===== src/design/psub_pkg.sv =====
// Shared types and constants for the palette sprite upscale blitter.
// Holds item kinds, register indexes and the queue entry layout; no dependencies.
package psub_pkg;

  localparam int ADDR_W      = 14;
  localparam int CHAN_W      = 8;
  localparam int RGB_W       = 3 * CHAN_W;
  localparam int CFG_W       = 9;
  localparam int CFG_IDX_W   = 1;
  localparam int ORIGIN_X_W  = 9;
  localparam int ORIGIN_Y_W  = 8;
  localparam int QUEUE_DEPTH = 4;
  localparam int QPTR_W      = $clog2(QUEUE_DEPTH);
  localparam int QLVL_W      = $clog2(QUEUE_DEPTH + 1);

  // target pixels of one 2x2 block, in write order
  localparam int TGT_X0_Y0 = 0;
  localparam int TGT_X1_Y0 = 1;
  localparam int TGT_X0_Y1 = 2;
  localparam int TGT_X1_Y1 = 3;
  localparam int TGT_N     = 4;

  typedef enum logic [1:0] {
    FUNC_CLEAR = 2'd0,
    FUNC_ENTRY = 2'd1,
    FUNC_PIXEL = 2'd2
  } func_t;

  typedef enum logic [CFG_IDX_W-1:0] {
    REG_ORIGIN_X = 1'b0,
    REG_ORIGIN_Y = 1'b1
  } cfg_reg_t;

  typedef struct packed {
    logic [ADDR_W-1:0] addr;
    logic [RGB_W-1:0]  rgb;
    logic [TGT_N-1:0]  mask;
  } blit_entry_t;

endpackage


===== src/design/psub_front.sv =====
// Front end: accepts words, keeps the palette, origin and source position,
// and turns each visible pixel into a clipped queue entry. Uses psub_pkg.
module psub_front #(
  parameter int SCREEN_W        = 160,
  parameter int SCREEN_H        = 80,
  parameter int SOURCE_W        = 80,
  parameter int SOURCE_H        = 40,
  parameter int PALETTE_ENTRIES = 40
) (
  input  logic                                clk,
  input  logic                                rst,
  input  logic                                item_valid,
  output logic                                item_ready,
  input  logic [1:0]                          func,
  input  logic [5:0]                          palette_index,
  input  logic [psub_pkg::CHAN_W-1:0]         red,
  input  logic [psub_pkg::CHAN_W-1:0]         green,
  input  logic [psub_pkg::CHAN_W-1:0]         blue,
  input  logic [7:0]                          pixel_code,
  input  logic                                frame_start,
  input  logic                                cfg_write,
  input  logic [psub_pkg::CFG_IDX_W-1:0]      cfg_index,
  input  logic [psub_pkg::CFG_W-1:0]          cfg_data,
  input  logic [psub_pkg::QLVL_W-1:0]         q_level,
  output logic                                q_push,
  output psub_pkg::blit_entry_t               q_entry
);

  localparam int CW  = (SOURCE_W > 1) ? $clog2(SOURCE_W) : 1;
  localparam int RW  = $clog2(SOURCE_H + 1);
  localparam int PIW = (PALETTE_ENTRIES > 1) ? $clog2(PALETTE_ENTRIES) : 1;
  localparam int XW  = $clog2(2 * SOURCE_W + SCREEN_W + 512) + 1;
  localparam int YW  = $clog2(2 * SOURCE_H + SCREEN_H + 256) + 1;
  localparam int SWB = $clog2(SCREEN_W + 1);
  localparam int PM0 = (YW + SWB > XW) ? YW + SWB : XW;
  localparam int PW  = ((PM0 > psub_pkg::ADDR_W) ? PM0 : psub_pkg::ADDR_W) + 2;

  logic [psub_pkg::RGB_W-1:0]      palette [PALETTE_ENTRIES];
  logic [PALETTE_ENTRIES-1:0]      pal_valid;
  logic signed [psub_pkg::ORIGIN_X_W-1:0] origin_x;
  logic signed [psub_pkg::ORIGIN_Y_W-1:0] origin_y;
  logic [CW-1:0]                   col;
  logic [RW-1:0]                   row;
  logic [CW-1:0]                   col_next;
  logic [RW-1:0]                   row_next;
  logic [CW-1:0]                   col_e;
  logic [RW-1:0]                   row_e;
  logic                            past;
  logic                            far;
  logic                            code_ok;
  logic                            idx_ok;
  logic [PIW-1:0]                  rd_addr;
  logic [PIW-1:0]                  wr_addr;
  logic                            accept;
  psub_pkg::func_t                 kind;
  logic signed [XW-1:0]            ox;
  logic signed [XW-1:0]            sw_s;

  logic                            s1_valid;
  logic [CW-1:0]                   s1_col;
  logic [RW-1:0]                   s1_row;
  logic [psub_pkg::RGB_W-1:0]      s1_rgb;
  logic                            s1_pal_ok;

  logic signed [XW-1:0]            bx0;
  logic signed [XW-1:0]            bx1;
  logic signed [YW-1:0]            by0;
  logic signed [YW-1:0]            by1;
  logic                            x0_in;
  logic                            x1_in;
  logic                            y0_in;
  logic                            y1_in;
  logic signed [PW-1:0]            base;
  logic [psub_pkg::TGT_N-1:0]      mask;
  logic                            visible;

  assign item_ready = ({1'b0, q_level} + (psub_pkg::QLVL_W + 1)'(s1_valid))
                      < (psub_pkg::QLVL_W + 1)'(psub_pkg::QUEUE_DEPTH);
  assign accept     = item_valid && item_ready;
  assign kind       = psub_pkg::func_t'(func);

  always_comb begin
    col_e    = frame_start ? '0 : col;
    row_e    = frame_start ? '0 : row;
    past     = (row_e == RW'(SOURCE_H));
    if (col_e == CW'(SOURCE_W - 1)) begin
      col_next = '0;
      row_next = row_e + RW'(1);
    end else begin
      col_next = col_e + CW'(1);
      row_next = row_e;
    end
    sw_s     = $signed(XW'(SCREEN_W));
    ox       = XW'(origin_x);
    far      = (ox >= sw_s) || (ox <= -sw_s);
    code_ok  = (pixel_code < PALETTE_ENTRIES);
    idx_ok   = (palette_index < PALETTE_ENTRIES);
    rd_addr  = PIW'(pixel_code);
    wr_addr  = PIW'(palette_index);
  end

  always_ff @(posedge clk) begin
    if (rst) begin
      origin_x  <= '0;
      origin_y  <= '0;
      col       <= '0;
      row       <= '0;
      pal_valid <= '0;
      s1_valid  <= 1'b0;
    end else begin
      if (cfg_write) begin
        unique case (psub_pkg::cfg_reg_t'(cfg_index))
          psub_pkg::REG_ORIGIN_X: origin_x <= $signed(cfg_data[psub_pkg::ORIGIN_X_W-1:0]);
          psub_pkg::REG_ORIGIN_Y: origin_y <= $signed(cfg_data[psub_pkg::ORIGIN_Y_W-1:0]);
        endcase
      end
      s1_valid <= 1'b0;
      if (accept) begin
        unique case (kind)
          psub_pkg::FUNC_CLEAR: pal_valid <= '0;
          psub_pkg::FUNC_ENTRY: begin
            if (idx_ok) pal_valid[wr_addr] <= 1'b1;
          end
          psub_pkg::FUNC_PIXEL: begin
            if (!past) begin
              col      <= col_next;
              row      <= row_next;
              s1_valid <= !far && code_ok;
            end
          end
          default: ;
        endcase
      end
    end
  end

  always_ff @(posedge clk) begin
    if (accept && kind == psub_pkg::FUNC_ENTRY && idx_ok) begin
      palette[wr_addr] <= {red, green, blue};
    end
    if (accept) begin
      s1_col <= col_e;
      s1_row <= row_e;
      if (code_ok) begin
        s1_rgb    <= palette[rd_addr];
        s1_pal_ok <= pal_valid[rd_addr];
      end else begin
        s1_rgb    <= '0;
        s1_pal_ok <= 1'b0;
      end
    end
  end

  always_comb begin
    bx0     = XW'($signed({1'b0, s1_col, 1'b0})) + XW'(origin_x);
    bx1     = bx0 + $signed(XW'(1));
    by0     = YW'($signed({1'b0, s1_row, 1'b0})) + YW'(origin_y);
    by1     = by0 + $signed(YW'(1));
    x0_in   = !bx0[XW-1] && (bx0 < $signed(XW'(SCREEN_W)));
    x1_in   = !bx1[XW-1] && (bx1 < $signed(XW'(SCREEN_W)));
    y0_in   = !by0[YW-1] && (by0 < $signed(YW'(SCREEN_H)));
    y1_in   = !by1[YW-1] && (by1 < $signed(YW'(SCREEN_H)));
    mask                       = '0;
    mask[psub_pkg::TGT_X0_Y0]  = x0_in && y0_in;
    mask[psub_pkg::TGT_X1_Y0]  = x1_in && y0_in;
    mask[psub_pkg::TGT_X0_Y1]  = x0_in && y1_in;
    mask[psub_pkg::TGT_X1_Y1]  = x1_in && y1_in;
    base    = PW'(by0) * $signed(PW'(SCREEN_W)) + PW'(bx0);
    visible = s1_pal_ok && (s1_rgb != '0);
    q_push        = s1_valid && visible && (mask != '0);
    q_entry.addr  = base[psub_pkg::ADDR_W-1:0];
    q_entry.rgb   = s1_rgb;
    q_entry.mask  = mask;
  end

endmodule


===== src/design/psub_queue.sv =====
// Short queue of clipped pixel entries between the front and back ends.
// Uses psub_pkg for the entry layout and depth.
module psub_queue (
  input  logic                          clk,
  input  logic                          rst,
  input  logic                          push,
  input  psub_pkg::blit_entry_t         push_entry,
  input  logic                          pop,
  output psub_pkg::blit_entry_t         head,
  output logic                          empty,
  output logic [psub_pkg::QLVL_W-1:0]   level
);

  psub_pkg::blit_entry_t            slots [psub_pkg::QUEUE_DEPTH];
  logic [psub_pkg::QPTR_W-1:0]      wptr;
  logic [psub_pkg::QPTR_W-1:0]      rptr;

  assign head  = slots[rptr];
  assign empty = (level == '0);

  always_ff @(posedge clk) begin
    if (rst) begin
      wptr  <= '0;
      rptr  <= '0;
      level <= '0;
    end else begin
      if (push) wptr <= wptr + psub_pkg::QPTR_W'(1);
      if (pop)  rptr <= rptr + psub_pkg::QPTR_W'(1);
      level <= level + psub_pkg::QLVL_W'(push) - psub_pkg::QLVL_W'(pop);
    end
  end

  always_ff @(posedge clk) begin
    if (push) slots[wptr] <= push_entry;
  end

endmodule


===== src/design/psub_back.sv =====
// Back end: expands one queue entry into its frame-buffer words, one a cycle
// unless fb_ready stalls, behind an output register. Uses psub_pkg.
module psub_back #(
  parameter int SCREEN_W = 160
) (
  input  logic                          clk,
  input  logic                          rst,
  input  psub_pkg::blit_entry_t         head,
  input  logic                          empty,
  output logic                          pop,
  output logic                          fb_valid,
  input  logic                          fb_ready,
  output logic [psub_pkg::ADDR_W-1:0]   fb_address,
  output logic [psub_pkg::CHAN_W-1:0]   out_red,
  output logic [psub_pkg::CHAN_W-1:0]   out_green,
  output logic [psub_pkg::CHAN_W-1:0]   out_blue,
  output logic                          last
);

  logic                          cur_valid;
  logic [psub_pkg::ADDR_W-1:0]   cur_addr;
  logic [psub_pkg::RGB_W-1:0]    cur_rgb;
  logic [psub_pkg::TGT_N-1:0]    cur_rem;
  logic [psub_pkg::TGT_N-1:0]    sel;
  logic [psub_pkg::TGT_N-1:0]    rem_after;
  logic [psub_pkg::ADDR_W-1:0]   offset;
  logic                          emit;
  logic                          done;

  always_comb begin
    sel    = '0;
    offset = '0;
    priority if (cur_rem[psub_pkg::TGT_X0_Y0]) begin
      sel[psub_pkg::TGT_X0_Y0] = 1'b1;
    end else if (cur_rem[psub_pkg::TGT_X1_Y0]) begin
      sel[psub_pkg::TGT_X1_Y0] = 1'b1;
      offset = psub_pkg::ADDR_W'(1);
    end else if (cur_rem[psub_pkg::TGT_X0_Y1]) begin
      sel[psub_pkg::TGT_X0_Y1] = 1'b1;
      offset = psub_pkg::ADDR_W'(SCREEN_W);
    end else begin
      sel[psub_pkg::TGT_X1_Y1] = 1'b1;
      offset = psub_pkg::ADDR_W'(SCREEN_W + 1);
    end
    rem_after = cur_rem & ~sel;
    emit      = cur_valid && (!fb_valid || fb_ready);
    done      = emit && (rem_after == '0);
    pop       = !empty && (!cur_valid || done);
  end

  always_ff @(posedge clk) begin
    if (rst) begin
      cur_valid <= 1'b0;
      cur_rem   <= '0;
      fb_valid  <= 1'b0;
    end else begin
      if (pop) begin
        cur_valid <= 1'b1;
        cur_rem   <= head.mask;
      end else if (emit) begin
        cur_valid <= !done;
        cur_rem   <= rem_after;
      end
      if (emit) fb_valid <= 1'b1;
      else if (fb_ready) fb_valid <= 1'b0;
    end
  end

  always_ff @(posedge clk) begin
    if (pop) begin
      cur_addr <= head.addr;
      cur_rgb  <= head.rgb;
    end
    if (emit) begin
      fb_address <= cur_addr + offset;
      out_red    <= cur_rgb[3*psub_pkg::CHAN_W-1:2*psub_pkg::CHAN_W];
      out_green  <= cur_rgb[2*psub_pkg::CHAN_W-1:psub_pkg::CHAN_W];
      out_blue   <= cur_rgb[psub_pkg::CHAN_W-1:0];
      last       <= (rem_after == '0);
    end
  end

endmodule


===== src/design/palette_sprite_upscale_blitter_top.sv =====
// Top level of the palette sprite blitter with 2x2 upscaling; uses psub_pkg.
// Path of a pixel word: stage-1 registers, queue, back-end entry register, output register.
// Throughput: one input word a cycle while the queue has room; a pixel emits up to 4
// words at one a cycle unless stalled, so drawn pixels are bound by the single output port.
// Reset: synchronous; position, origins and palette valid bits clear (palette reads black).
module palette_sprite_upscale_blitter_top #(
  parameter int SCREEN_W        = 160,
  parameter int SCREEN_H        = 80,
  parameter int SOURCE_W        = 80,
  parameter int SOURCE_H        = 40,
  parameter int PALETTE_ENTRIES = 40
) (
  input  logic                            clk,
  input  logic                            rst,
  input  logic                            item_valid,
  output logic                            item_ready,
  input  logic [1:0]                      func,
  input  logic [5:0]                      palette_index,
  input  logic [7:0]                      red,
  input  logic [7:0]                      green,
  input  logic [7:0]                      blue,
  input  logic [7:0]                      pixel_code,
  input  logic                            frame_start,
  input  logic                            cfg_write,
  input  logic [psub_pkg::CFG_IDX_W-1:0]  cfg_index,
  input  logic [psub_pkg::CFG_W-1:0]      cfg_data,
  output logic                            fb_valid,
  input  logic                            fb_ready,
  output logic [13:0]                     fb_address,
  output logic [7:0]                      out_red,
  output logic [7:0]                      out_green,
  output logic [7:0]                      out_blue,
  output logic                            last
);

  logic                          q_push;
  psub_pkg::blit_entry_t         q_entry;
  psub_pkg::blit_entry_t         q_head;
  logic                          q_empty;
  logic                          q_pop;
  logic [psub_pkg::QLVL_W-1:0]   q_level;

  psub_front #(
    .SCREEN_W        (SCREEN_W),
    .SCREEN_H        (SCREEN_H),
    .SOURCE_W        (SOURCE_W),
    .SOURCE_H        (SOURCE_H),
    .PALETTE_ENTRIES (PALETTE_ENTRIES)
  ) u_front (
    .clk           (clk),
    .rst           (rst),
    .item_valid    (item_valid),
    .item_ready    (item_ready),
    .func          (func),
    .palette_index (palette_index),
    .red           (red),
    .green         (green),
    .blue          (blue),
    .pixel_code    (pixel_code),
    .frame_start   (frame_start),
    .cfg_write     (cfg_write),
    .cfg_index     (cfg_index),
    .cfg_data      (cfg_data),
    .q_level       (q_level),
    .q_push        (q_push),
    .q_entry       (q_entry)
  );

  psub_queue u_queue (
    .clk        (clk),
    .rst        (rst),
    .push       (q_push),
    .push_entry (q_entry),
    .pop        (q_pop),
    .head       (q_head),
    .empty      (q_empty),
    .level      (q_level)
  );

  psub_back #(
    .SCREEN_W (SCREEN_W)
  ) u_back (
    .clk        (clk),
    .rst        (rst),
    .head       (q_head),
    .empty      (q_empty),
    .pop        (q_pop),
    .fb_valid   (fb_valid),
    .fb_ready   (fb_ready),
    .fb_address (fb_address),
    .out_red    (out_red),
    .out_green  (out_green),
    .out_blue   (out_blue),
    .last       (last)
  );

endmodule


===== config.mk =====
export PLATFORM = sky130hd
export DESIGN_NAME = palette_sprite_upscale_blitter_top
export DESIGN_NICKNAME = d
export VERILOG_FILES = /design/src/design/psub_pkg.sv /design/src/design/psub_front.sv /design/src/design/psub_queue.sv /design/src/design/psub_back.sv /design/src/design/palette_sprite_upscale_blitter_top.sv
export SDC_FILE = /design/constraint.sdc
export NUM_CORES = 1
export LEC_CHECK = 0
export ABC_AREA = 1
export BUFFER_PORTS_ARGS = -buffer_cell sky130_fd_sc_hd__buf_2
export CELL_PAD_IN_SITES_DETAIL_PLACEMENT = 1
export CELL_PAD_IN_SITES_GLOBAL_PLACEMENT = 2
export CORE_ASPECT_RATIO = 0.7
export CORE_MARGIN = 2
export CORE_UTILIZATION = 44
export DETAILED_ROUTE_END_ITERATION = 8
export PLACE_DENSITY = 0.77
export SYNTH_ARGS = -nofsm -noshare
export SYNTH_HDL_FRONTEND = slang
export SYNTH_SLANG_ARGS = --single-unit

===== constraint.sdc =====
create_clock -name clk -period 4.7 [get_ports clk]
set_input_delay 0.94 -clock clk [delete_from_list [all_inputs] [get_ports clk]]
set_output_delay 0.94 -clock clk [all_outputs]
set_load 0.005 [all_outputs]

## Word-level counts from Yosys, hierarchy flattened

Memories as Yosys holds them, arrays and structs flattened. A register that Yosys moved wholly into a read port is not among the register bits.
Index checks and enable logic that the tools add are counted.

- Flip-flop bits (word level): 175
- RAM bits: 1,128
- Output and inout bits: 41
- Memories: 2

Memory list:

| name | depth | width | rd ports | clocked after Yosys merged registers in | wr ports | line | text |
|---|---|---|---|---|---|---|---|
| u_front.palette | 40 | 24 | 1 | 1 | 1 | psub_front.sv:38 | `logic [psub_pkg::RGB_W-1:0] palette [PALETTE_ENTRIES];` |
| u_queue.slots | 4 | 42 | 1 | 1 | 1 | psub_queue.sv:14 | `psub_pkg::blit_entry_t slots [psub_pkg::QUEUE_DEPTH];` |

- Add/subtract/negate cells: 13
- Multipliers: 1
- Order comparisons: 12
- Equality and inequality tests: 5
- Multiplexer cells: 31
- Bitwise logic cells: 7
- Reductions and logical operators: 45

Operators with widths:

| cell | count |
|---|---|
| case mux 40 bit (2 select lines) | 1 |
| 2-to-1 mux 40 bit | 1 |
| OR 40 bit | 1 |
| 2-to-1 mux 14 bit | 2 |
| nonzero test 24 bit | 1 |
| logical AND 1 bit | 19 |
| 2-to-1 mux 1 bit | 15 |
| adder 14 x 10 -> 14 bit | 1 |
| adder 14 bit | 1 |
| < comparator 6 x 7 -> 1 bit, second input constant | 2 |
| 2-to-1 mux 7 bit | 2 |
| 2-to-1 mux 6 bit | 2 |
| adder 10 x 2 -> 11 bit, second input constant | 1 |
| < comparator 11 x 9 -> 1 bit, second input constant | 1 |
| adder 9 x 2 -> 10 bit, second input constant | 1 |
| adder 9 x 9 -> 10 bit | 1 |
| logical NOT 1 bit | 10 |
| < comparator 10 x 8 -> 1 bit, second input constant | 1 |
| < comparator 10 x 9 -> 1 bit, second input constant | 1 |
| adder 8 x 8 -> 9 bit | 1 |
| greater-or-equal comparator 9 bit, second input constant | 1 |
| <= comparator 9 bit, second input constant | 1 |
| < comparator 9 x 8 -> 1 bit, second input constant | 1 |
| multiplier 9 x 4 -> 9 bit, second input constant | 1 |
| other kinds (32) | 45 |

## Logic depth before layout (Yosys ltp)

Gate-level depths: netlist of the first run.

- Depth after elaboration: 11
- Gate-level depth with buffers: 19

## By module

From an unflattened synthesis of the first run, not the netlist that was laid out.

- Cell total of the unflattened synthesis: 4,457
- Area, all modules: 54,502.3 um^2

Modules (own cells, without submodules):

| module | times used | cells an instance | area each (um^2) | seq. area each (um^2) |
|---|---|---|---|---|
| psub_front | 1 | 3,723 | 44,132.3 | 31,390.1 |
| psub_queue | 1 | 545 | 7,374.6 | 5,225.0 |
| psub_back | 1 | 189 | 2,995.4 | 2,432.3 |

## Worst setup path before layout of the first run

No wires, ideal clock.

- Path kind: register to register
- From: register u_front.s1_col[0]
- To: memory u_queue.slots[0][0] (netlist bit) (enable)
- Setup time: 0.442 ns
- Data arrival time: 3.701 ns
- Data required time: 4.258 ns
- Path slack: 0.558 ns
- Cell stages (with the launch flop): 12
- Path buffers: 0
- Period minus slack after synthesis: 4.142 ns
- Path through: edfxtp_1 -> ha_1 -> fa_1 -> nand3_1 -> nand2_1 -> nand2_1 -> nand2_1 -> xor2_2 -> nand3_1 -> nand3_1 -> nand3_2 -> nor2_1

- Longest elaborated chain between the ends: 9

Ends and longest elaborated chain:

| item | line | text |
|---|---|---|
| from (decl) | psub_front.sv:60 | `logic [CW-1:0] s1_col;` |
| from (signal assigned) | psub_front.sv:142 | `s1_col <= col_e;` |
| adder 9 x 9 -> 10 bit * | psub_front.sv:155 | `bx0 = XW'($signed({1'b0, s1_col, 1'b0})) + XW'(origin_x);` |
| adder 10 x 2 -> 11 bit | psub_front.sv:156 | `bx1 = bx0 + $signed(XW'(1));` |
| < comparator 11 x 9 -> 1 bit or logical NOT 1 bit (tied branches) | psub_front.sv:160 | `x1_in = !bx1[XW-1] && (bx1 < $signed(XW'(SCREEN_W)));` |
| logical AND 1 bit | psub_front.sv:160 |  |
| logical AND 1 bit, on equally long branches | psub_front.sv:165, psub_front.sv:167 |  |
| nonzero test 4 bit * | psub_front.sv:170 | `q_push = s1_valid && visible && (mask != '0);` |
| logical AND 1 bit * | psub_front.sv:170 |  |
| 2-to-1 mux 1 bit * | psub_queue.sv:34 | `if (push) slots[wptr] <= push_entry;` |
| 2-to-1 mux 1 bit (implied by the code) * | psub_queue.sv:34 |  |
| to (decl) | psub_queue.sv:14 |  |

Mark *: on every way between the ends. The rest lies on a longest branch, timed or not.

==> results of run 1 <==
routing by layer:
layer | track usage | vias to the layer above | share of wire
li1 | - | 15600 | -
met1 | 0.373 | 17800 | 0.47
met2 | 0.370 | 1043 | 0.44
met3 | 0.0362 | 196 | 0.066
met4 | 0.0636 | 0 | 0.020
met5 | 0 | - | 0
worst min path at each step:
| stage | endpoint | depth (start not counted) | slack (ns) | from |
|---|---|---|---|---|
| floorplan | u_back.out_blue[0] | 0 | 0.40 | u_back.cur_rgb[0] |
| global placement | u_back.out_red[1] | 0 | 0.41 | u_back.cur_rgb[17] |
| detailed placement | u_back.out_green[5] | 0 | 0.41 | u_back.cur_rgb[13] |
| CTS | u_back.out_green[5] | 0 | 0.42 | u_back.cur_rgb[13] |
| global route | u_back.out_green[2] | 0 | 0.43 | u_back.cur_rgb[10] |
| finish | u_back.out_green[5] | 0 | 0.42 | u_back.cur_rgb[13] |
kinds of logic (layout without fill, tap and decap cells):
logic type,Yosys count,in the layout,share of synthesized area
buffers and inverters,376,551,0.0309
AOI/OAI and AO/OA,1170,1170,0.124
DFF,1329,1329,0.732
and+or+nand+nor,1242,1242,0.0948
xor gates and xnor gates,36,36,0.00605
other,0,1,0
adders and majority gates,51,51,0.0127
worst max-delay path: cells and delay by family (launching register included):
kind / cells / cell delay, ns
fa+ha+maj: 6 / 1.79
xor+xnor: 4 / 0.83
compound gates: 4 / 0.67
flops: 1 / 0.37
buf+inv: 2 / 0.16
metrics by stage:
stage | total power [mW] | utilization
4_1_cts | 28.2 | 0.501
2_1_floorplan | 16.4 | -
3_5_place_dp | 17.9 | 0.467
5_1_grt | 29.0 | 0.501
3_3_place_gp | 17.7 | 0.467
6_report | 28.0 | 0.501
cells in the mapped netlist, drive strengths merged:
| cell | number | area (sq um) |
|---|---|---|
| a21o | 2 | 15.0 |
| clkbuf | 164 | 616 |
| a31oi | 21 | 131 |
| and3b | 1 | 8.76 |
| o21ba | 37 | 370 |
| edfxtp | 1243 | 37300 |
| buf | 100 | 612 |
| xor2 | 23 | 209 |
| o21ai | 712 | 3570 |
| and3 | 2 | 12.5 |
| dfxtp | 86 | 1720 |
| nand4 | 16 | 100 |
| o221ai | 23 | 201 |
| or2 | 5 | 31.3 |
| a21oi | 57 | 285 |
| o22ai | 277 | 1730 |
| fa | 5 | 100 |
| xnor2 | 13 | 114 |
| nand3b | 2 | 15.0 |
| nand2 | 251 | 945 |
| o2111ai | 4 | 35.0 |
| o211ai | 25 | 188 |
| a211oi | 4 | 30.0 |
| o21bai | 4 | 30.0 |
| nor2 | 854 | 3360 |
| o311ai | 1 | 8.76 |
| inv | 111 | 417 |
| ha | 46 | 576 |
| o21a | 1 | 7.51 |
| nor4 | 7 | 43.8 |
| and2 | 2 | 12.5 |
| nand3 | 82 | 428 |
| a21boi | 2 | 15.0 |
| nor3 | 20 | 100 |
| clkinv | 1 | 3.75 |
cell usage in the layout, fill, tap and decap left out, drive strengths merged, types with 20 or more instances in the layout:
cell	netlist	layout
dfxtp	86	86
inv	111	114
nor2	854	854
clkbuf	164	166
a31oi	21	21
nand3	82	82
xor2	23	23
o221ai	23	23
ha	46	46
o21ba	37	37
clkinv	1	45
o211ai	25	25
a21oi	57	57
o21ai	712	712
edfxtp	1243	1243
nand2	251	251
nor3	20	20
buf	100	215
o22ai	277	277
state kept, by name (all words and copies together) (netlist names), 3 cells and up, named ones only:
signal and count:
u_back.cur_addr 14, u_back.cur_rem 4, u_back.cur_rgb 24, u_back.fb_address 14
u_back.out_blue 8, u_back.out_green 8, u_back.out_red 8, u_front.col 7
u_front.origin_x 9, u_front.origin_y 8, u_front.pal_valid 40, u_front.palette 960
u_front.row 6, u_front.s1_col 7, u_front.s1_rgb 24, u_front.s1_row 6
u_queue.level 3, u_queue.slots 168
power breakdown:
| part | internal, mW | switching [mW] |
|---|---|---|
| clock | 5.92 | 4.44 |
| sequential | 13.8 | 0.264 |
| combinational | 1.02 | 2.52 |
layout make-up:
cell class	instances	area share
sequential	1329	0.650
multi-input combinational	2499	0.213
clock inverter	58	0.00887
antenna	1	0.0000417
inverter	112	0.00729
timing repair buffer	216	0.0271
clock buffer	165	0.0597
tap	1620	0.0337
==> impl_metrics.json, run 1 <==
{
  "outcome": "finished, final reports clean",
  "fmax_mhz": 249,
  "worstSkewPairLatency_ns": 0.76,
  "cts.sinks": 1329,
  "grtUsageTotal": 0.246,
  "cts-root-buf": "clkbuf_16",
  "post-cts-setup-buffers": 0,
  "postSynthCellCount": 4204,
  "ctsHoldBuffers": 0,
  "fin_ws_ns": 0.677,
  "max-slew-margin-rel": 0.244,
  "r2r_slack_ns": 0.68,
  "syn_nets": 4311,
  "cp_common_cell": "ha_1",
  "endpoint": "u_queue.slots[3][41]",
  "total_leakage_power_nw": 19.8,
  "synth_area_sq_um": 53400,
  "die_h_microns": 295,
  "reg2reg_depth": 16,
  "rsz0062_at_grt": "no",
  "critPathArrivalTime_ns": 4.57,
  "cts_buffer_depth": 3,
  "rows": 106,
  "wl_per_cell_microns": 25.4,
  "skew_ns": 0.0263,
  "ys_ff_latch": 1329,
  "antenna_found_initial": 3,
  "slowest_delay_ns": 0.41,
  "cts.repair.resized": 0,
  "numPortBuffers": 96,
  "irDropWorstVdd_v": 0.000368,
  "cp_cell_sequence": "ha_1 -> fa_1 -> xnor2_1 -> inv_1 -> ha_1 -> ha_1 -> inv_1 -> fa_1 -> o21ai_0 -> xor2_1 -> ha_1 -> a21oi_1 -> o21ai_0 -> a21oi_1 -> xnor2_1 -> xor2_1",
  "grt_pass1_vias": 35000,
  "setup-tns-final_ns": 0,
  "crit_path_max_fanout": 4,
  "die_x_microns": 420,
  "hold_viol": 0,
  "dieArea_sq_um": 124000,
  "ant_nets": 0,
  "fp.coreArea_sq_um": 120000,
  "min_period_over_period": 0.856,
  "grt_overflow": 0,
  "grt_start_max_net_pins": 171,
  "dp_cells": 5776,
  "r2r-start": "u_front.s1_row[0]",
  "crit_path_start": "u_front.s1_row[0]",
  "cts_made_buffers": 132,
  "cp_slowest_cell": "fa_1",
  "clk_pin_slew_ns": 0.06,
  "drt_wl_total_mm": 153,
  "cap_viol_max_count": 0,
  "htreeDepth": 4,
  "grt_pass1_wl_mm": 227,
  "layout-drive-gt1-share": 0.111,
  "drc": 0,
  "area_delta_synth_final_pct": 12.6,
  "nFillCells": 12200,
  "place_worst_setup_slack_ns": 0.648,
  "yosysSeqAreaShare": 0.732,
  "timing.rr.end": "u_queue.slots[3][41]",
  "yosysUniqueCellTypes": 51,
  "final_cells": 6000,
  "fin_area_sq_um": 60100,
  "path_class": "register to register",
  "first_pass_iters": 5,
  "min_period_ns": 4.02,
  "final_nets": 4397,
  "io_pins": 97,
  "power_density_nw_per_um2": 465,
  "multi_input_area_sq_um": 12800,
  "ff_latch_area_sq_um": 39000,
  "worstMarginPinSlew_ns": 1.13,
  "setup_violations": 0,
  "drt_iter0_drc": 3101,
  "place_congestion": 0.776,
  "synth.avg_cell_area_sq_um": 12.7,
  "initial_core_util": 0.445,
  "worstPathRequired_ns": 5.24,
  "tritoncts": "built",
  "drv_slew": 0,
  "vias_per_cell": 5.77,
  "hpwl_mm": 89.1,
  "yosysWarnings": 0,
  "fin_hold_ws_ns": 0.420,
  "vias": 34600,
  "critPathLaunchType": "register",
  "hp-class": "register to register",
  "worstSetupEndpointType": "register",
  "placed_area_sq_um": 56000
}
No activity file was read; power rests on OpenSTA's default activity.
==> inputs of run 2 (changes only) <==
SYNTH_HIERARCHICAL = 1   (was not set)
==> run 2 against run 1 <==
Non-clock buffer count decreased by 3. Critical endpoint is now u_queue/slots[1][41]. Worst setup slack lost 0.066 ns. Register-to-register slack worse by 0.07 ns. Wire length grew 1.2%. Global-route usage down 0.36 points. Critical path type unchanged. Count of clock-buffer cells in the layout is 6 higher. Sequential cell count is the same. Total power up 1.4%. Sequential share of layout area shrank 1.1 points. Synthesized cell count is 6.0% higher. First-iteration DRC count up 2.6%. Critical path depth increased by 3.
==> impl_metrics.json, run 2 <==
{
  "synthArstFlopShare": 0,
  "largest_reg_flops": 960,
  "drt_iter0_drc": 3182,
  "synth.avg_cell_area_sq_um": 12.2,
  "drv_slew": 0,
  "ff_latch_area_sq_um": 39100,
  "worstPathRequired_ns": 5.19,
  "fp.coreArea_sq_um": 122000,
  "synth_edf_count": 1243,
  "io_pins": 97,
  "total_leakage_power_nw": 21.0,
  "irDropWorstVdd_v": 0.000298,
  "setup-tns-final_ns": 0,
  "vias": 35700,
  "initial_core_util": 0.446,
  "drc": 0,
  "postSynthCellCount": 4457,
  "regMostFlops": "u_front/palette",
  "dieArea_sq_um": 127000,
  "synth_fa_ha_area_frac": 0.0113,
  "clk_pin_slew_ns": 0.06,
  "worstMarginPinSlew_ns": 1.25,
  "layout_commonest_cell": "edfxtp_1",
  "outcome": "finished, final reports clean",
  "layout_common_cells": "1243 x edfxtp_1, 595 x nand2_1, 586 x nor2_1, 532 x o21ai_0, 237 x o22ai_1",
  "htreeDepth": 4,
  "path_buf_inv": 3,
  "yosysTopAreaCell": "edfxtp_1",
  "cts.repair.resized": 0,
  "worstSetupEndpointType": "register",
  "fmax_mhz": 245,
  "synth_area_sq_um": 54500,
  "cp_cell_sequence": "ha_1 -> fa_1 -> nand3_1 -> nand2_1 -> xor2_1 -> inv_1 -> ha_1 -> ha_1 -> a21o_1 -> a31oi_1 -> xor2_1 -> inv_1 -> ha_1 -> inv_1 -> o21bai_1 -> a21oi_1 -> nand2_1 -> nand2_1 -> nand2_1",
  "critPathArrivalTime_ns": 4.58,
  "setup_violations": 0,
  "worstSkewPairLatency_ns": 0.75,
  "slowest_delay_ns": 0.43,
  "yosysWarnings": 6,
  "synthTopCellsByArea": "edfxtp_1 68%, o21ai_0 4.9%, nand2_1 4.1%",
  "power_density_nw_per_um2": 464,
  "worstSetupPathDepth": 19,
  "synthFlopType": "edfxtp_1",
  "grt_pass1_wl_mm": 232,
  "cap_viol_max_count": 0,
  "min_period_ns": 4.09,
  "drt_wl_total_mm": 154,
  "rsz0062_at_grt": "no",
  "synthSimpleGateAreaFrac": 0.114,
  "hpwl_mm": 91.8,
  "skew_ns": 0.0239,
  "cp_slowest_cell": "fa_1",
  "path_class": "register to register",
  "numPortBuffers": 96,
  "post-cts-setup-buffers": 0,
  "ctsHoldBuffers": 0,
  "muxShareOfSynthArea": 0,
  "max-slew-margin-rel": 0.163,
  "multi_input_area_sq_um": 13200,
  "area_delta_synth_final_pct": 12.1,
  "grt_pass1_vias": 36000,
  "grt_start_max_net_pins": 173,
  "synth-xor-area-share": 0.00434,
  "first_pass_iters": 5,
  "cts.sinks": 1329,
  "vias_per_cell": 5.68,
  "synth_top_area_frac": 0.685,
  "yosysUniqueCellTypes": 49,
  "die_x_microns": 425,
  "min_period_over_period": 0.870,
  "antenna_found_initial": 9,
  "grtUsageTotal": 0.242,
  "synth_top_cells_by_count": "1243 x edfxtp_1, 595 x nand2_1, 588 x nor2_1",
  "fin_area_sq_um": 61100,
  "synth_top_family_by_area": "simple AND/OR/NAND/NOR gates",
  "cts_buffer_depth": 3,
  "yosysSeqAreaShare": 0.716,
  "hold_depth": 0,
  "ys_ff_latch": 1329,
  "synth_compound_gate_area_share": 0.109,
  "ant_nets": 0,
  "hp-class": "register to register",
  "crit_path_max_fanout": 5,
  "layout-drive-gt1-share": 0.118,
  "hold_viol": 0,
  "reg_top3": "u_front/palette (960), u_queue/slots (168), u_front/pal_valid (40)",
  "rows": 107,
  "placed_area_sq_um": 56900,
  "cts-root-buf": "clkbuf_16",
  "syn_nets": 4560,
  "cts_made_buffers": 131,
  "grt_overflow": 0,
  "tritoncts": "built",
  "wl_per_cell_microns": 24.6,
  "critPathTopFamily": "adder cells",
  "nFillCells": 12500,
  "place_congestion": 0.777,
  "critPathLaunchType": "register",
  "final_nets": 4645,
  "synth.most_common_cell": "edfxtp_1",
  "die_h_microns": 298,
  "reg2reg_depth": 19
}
[run 2: cell count changes after synthesis, moves of 50 or more]
cell	previous run	this run
inv_1	110	231
nand3_1	80	183
o21ai_0	697	532
nand2_1	250	595
nor2_1	833	588
a21oi_1	57	141
clkbuf_1	164	114
[run 2: path summary, 6_finish.rpt]
| kind | startpoint | to | slack (ns) |
|---|---|---|---|
| worst max-delay path | u_front/s1_row[0] | u_queue/slots[1][41] | 0.61 |
| worst min-delay path | u_back/cur_rgb[4] | u_back/out_blue[4] | 0.42 |
| worst max register to register | u_front/s1_row[0] | u_queue/slots[1][41] | 0.61 |
| worst min register to register | u_back/cur_rgb[4] | u_back/out_blue[4] | 0.42 |
[run 2: layout make-up]
class | instances | share of cell area
Tap cell | 1635 | 0.0335
Clock inverter | 67 | 0.0105
Timing Repair Buffer | 213 | 0.0263
Clock buffer | 171 | 0.0582
Inverter | 242 | 0.0153
Multi-Input combinational cell | 2625 | 0.217
Antenna cell | 1 | 0.0000410
Sequential cell | 1329 | 0.639
[run 2: logic make-up (layout without fill, tap and decap cells)]
logic type                 count (synthesis)  after routing
buffers and inverters                    503            693
other                                      0              1
AOI/OAI and AO/OA                       1041           1041
xor gates and xnor gates                  27             27
DFF                                     1329           1329
adders and majority gates                 47             47
and+or+nand+nor                         1510           1510
[run 2: through the flow]
stage | hold slack, ns | utilization | cells | power [mW] | setup WS [ns]
2_1_floorplan | 0.400 | - | 4457 | 16.8 | 0.221
3_3_place_gp | 0.405 | 0.465 | 6044 | 18.0 | 0.732
3_5_place_dp | 0.408 | 0.465 | 6044 | 18.2 | 0.596
4_1_cts | 0.420 | 0.500 | 6282 | 28.6 | 0.593
5_1_grt | 0.424 | 0.500 | 6282 | 29.5 | 0.231
6_report | 0.421 | 0.500 | 6283 | 28.3 | 0.611
[run 2: per-layer routing]
layer,track usage,wire (microns)
met3,0.0398,9160
met5,0,22
met1,0.369,74100
met4,0.0611,2830
met2,0.361,68300
[run 2: worst register-to-register path: stages, from the launching register on]
cell and delay [ns]:
edfxtp_1 0.37, ha_1 0.24, fa_1 0.43, nand3_1 0.11, nand2_1 0.07, xor2_1 0.22, inv_1 0.11, ha_1 0.32
ha_1 0.38, a21o_1 0.21, a31oi_1 0.19, xor2_1 0.18, inv_1 0.06, ha_1 0.30, inv_1 0.15, o21bai_1 0.10
a21oi_1 0.20, nand2_1 0.08, nand2_1 0.06, nand2_1 0.08
[run 2: power breakdown]
part,switching (mW),internal (mW)
clock,4.55,5.91
combinational,2.55,1.09
sequential,0.460,13.8
total,7.57,20.8
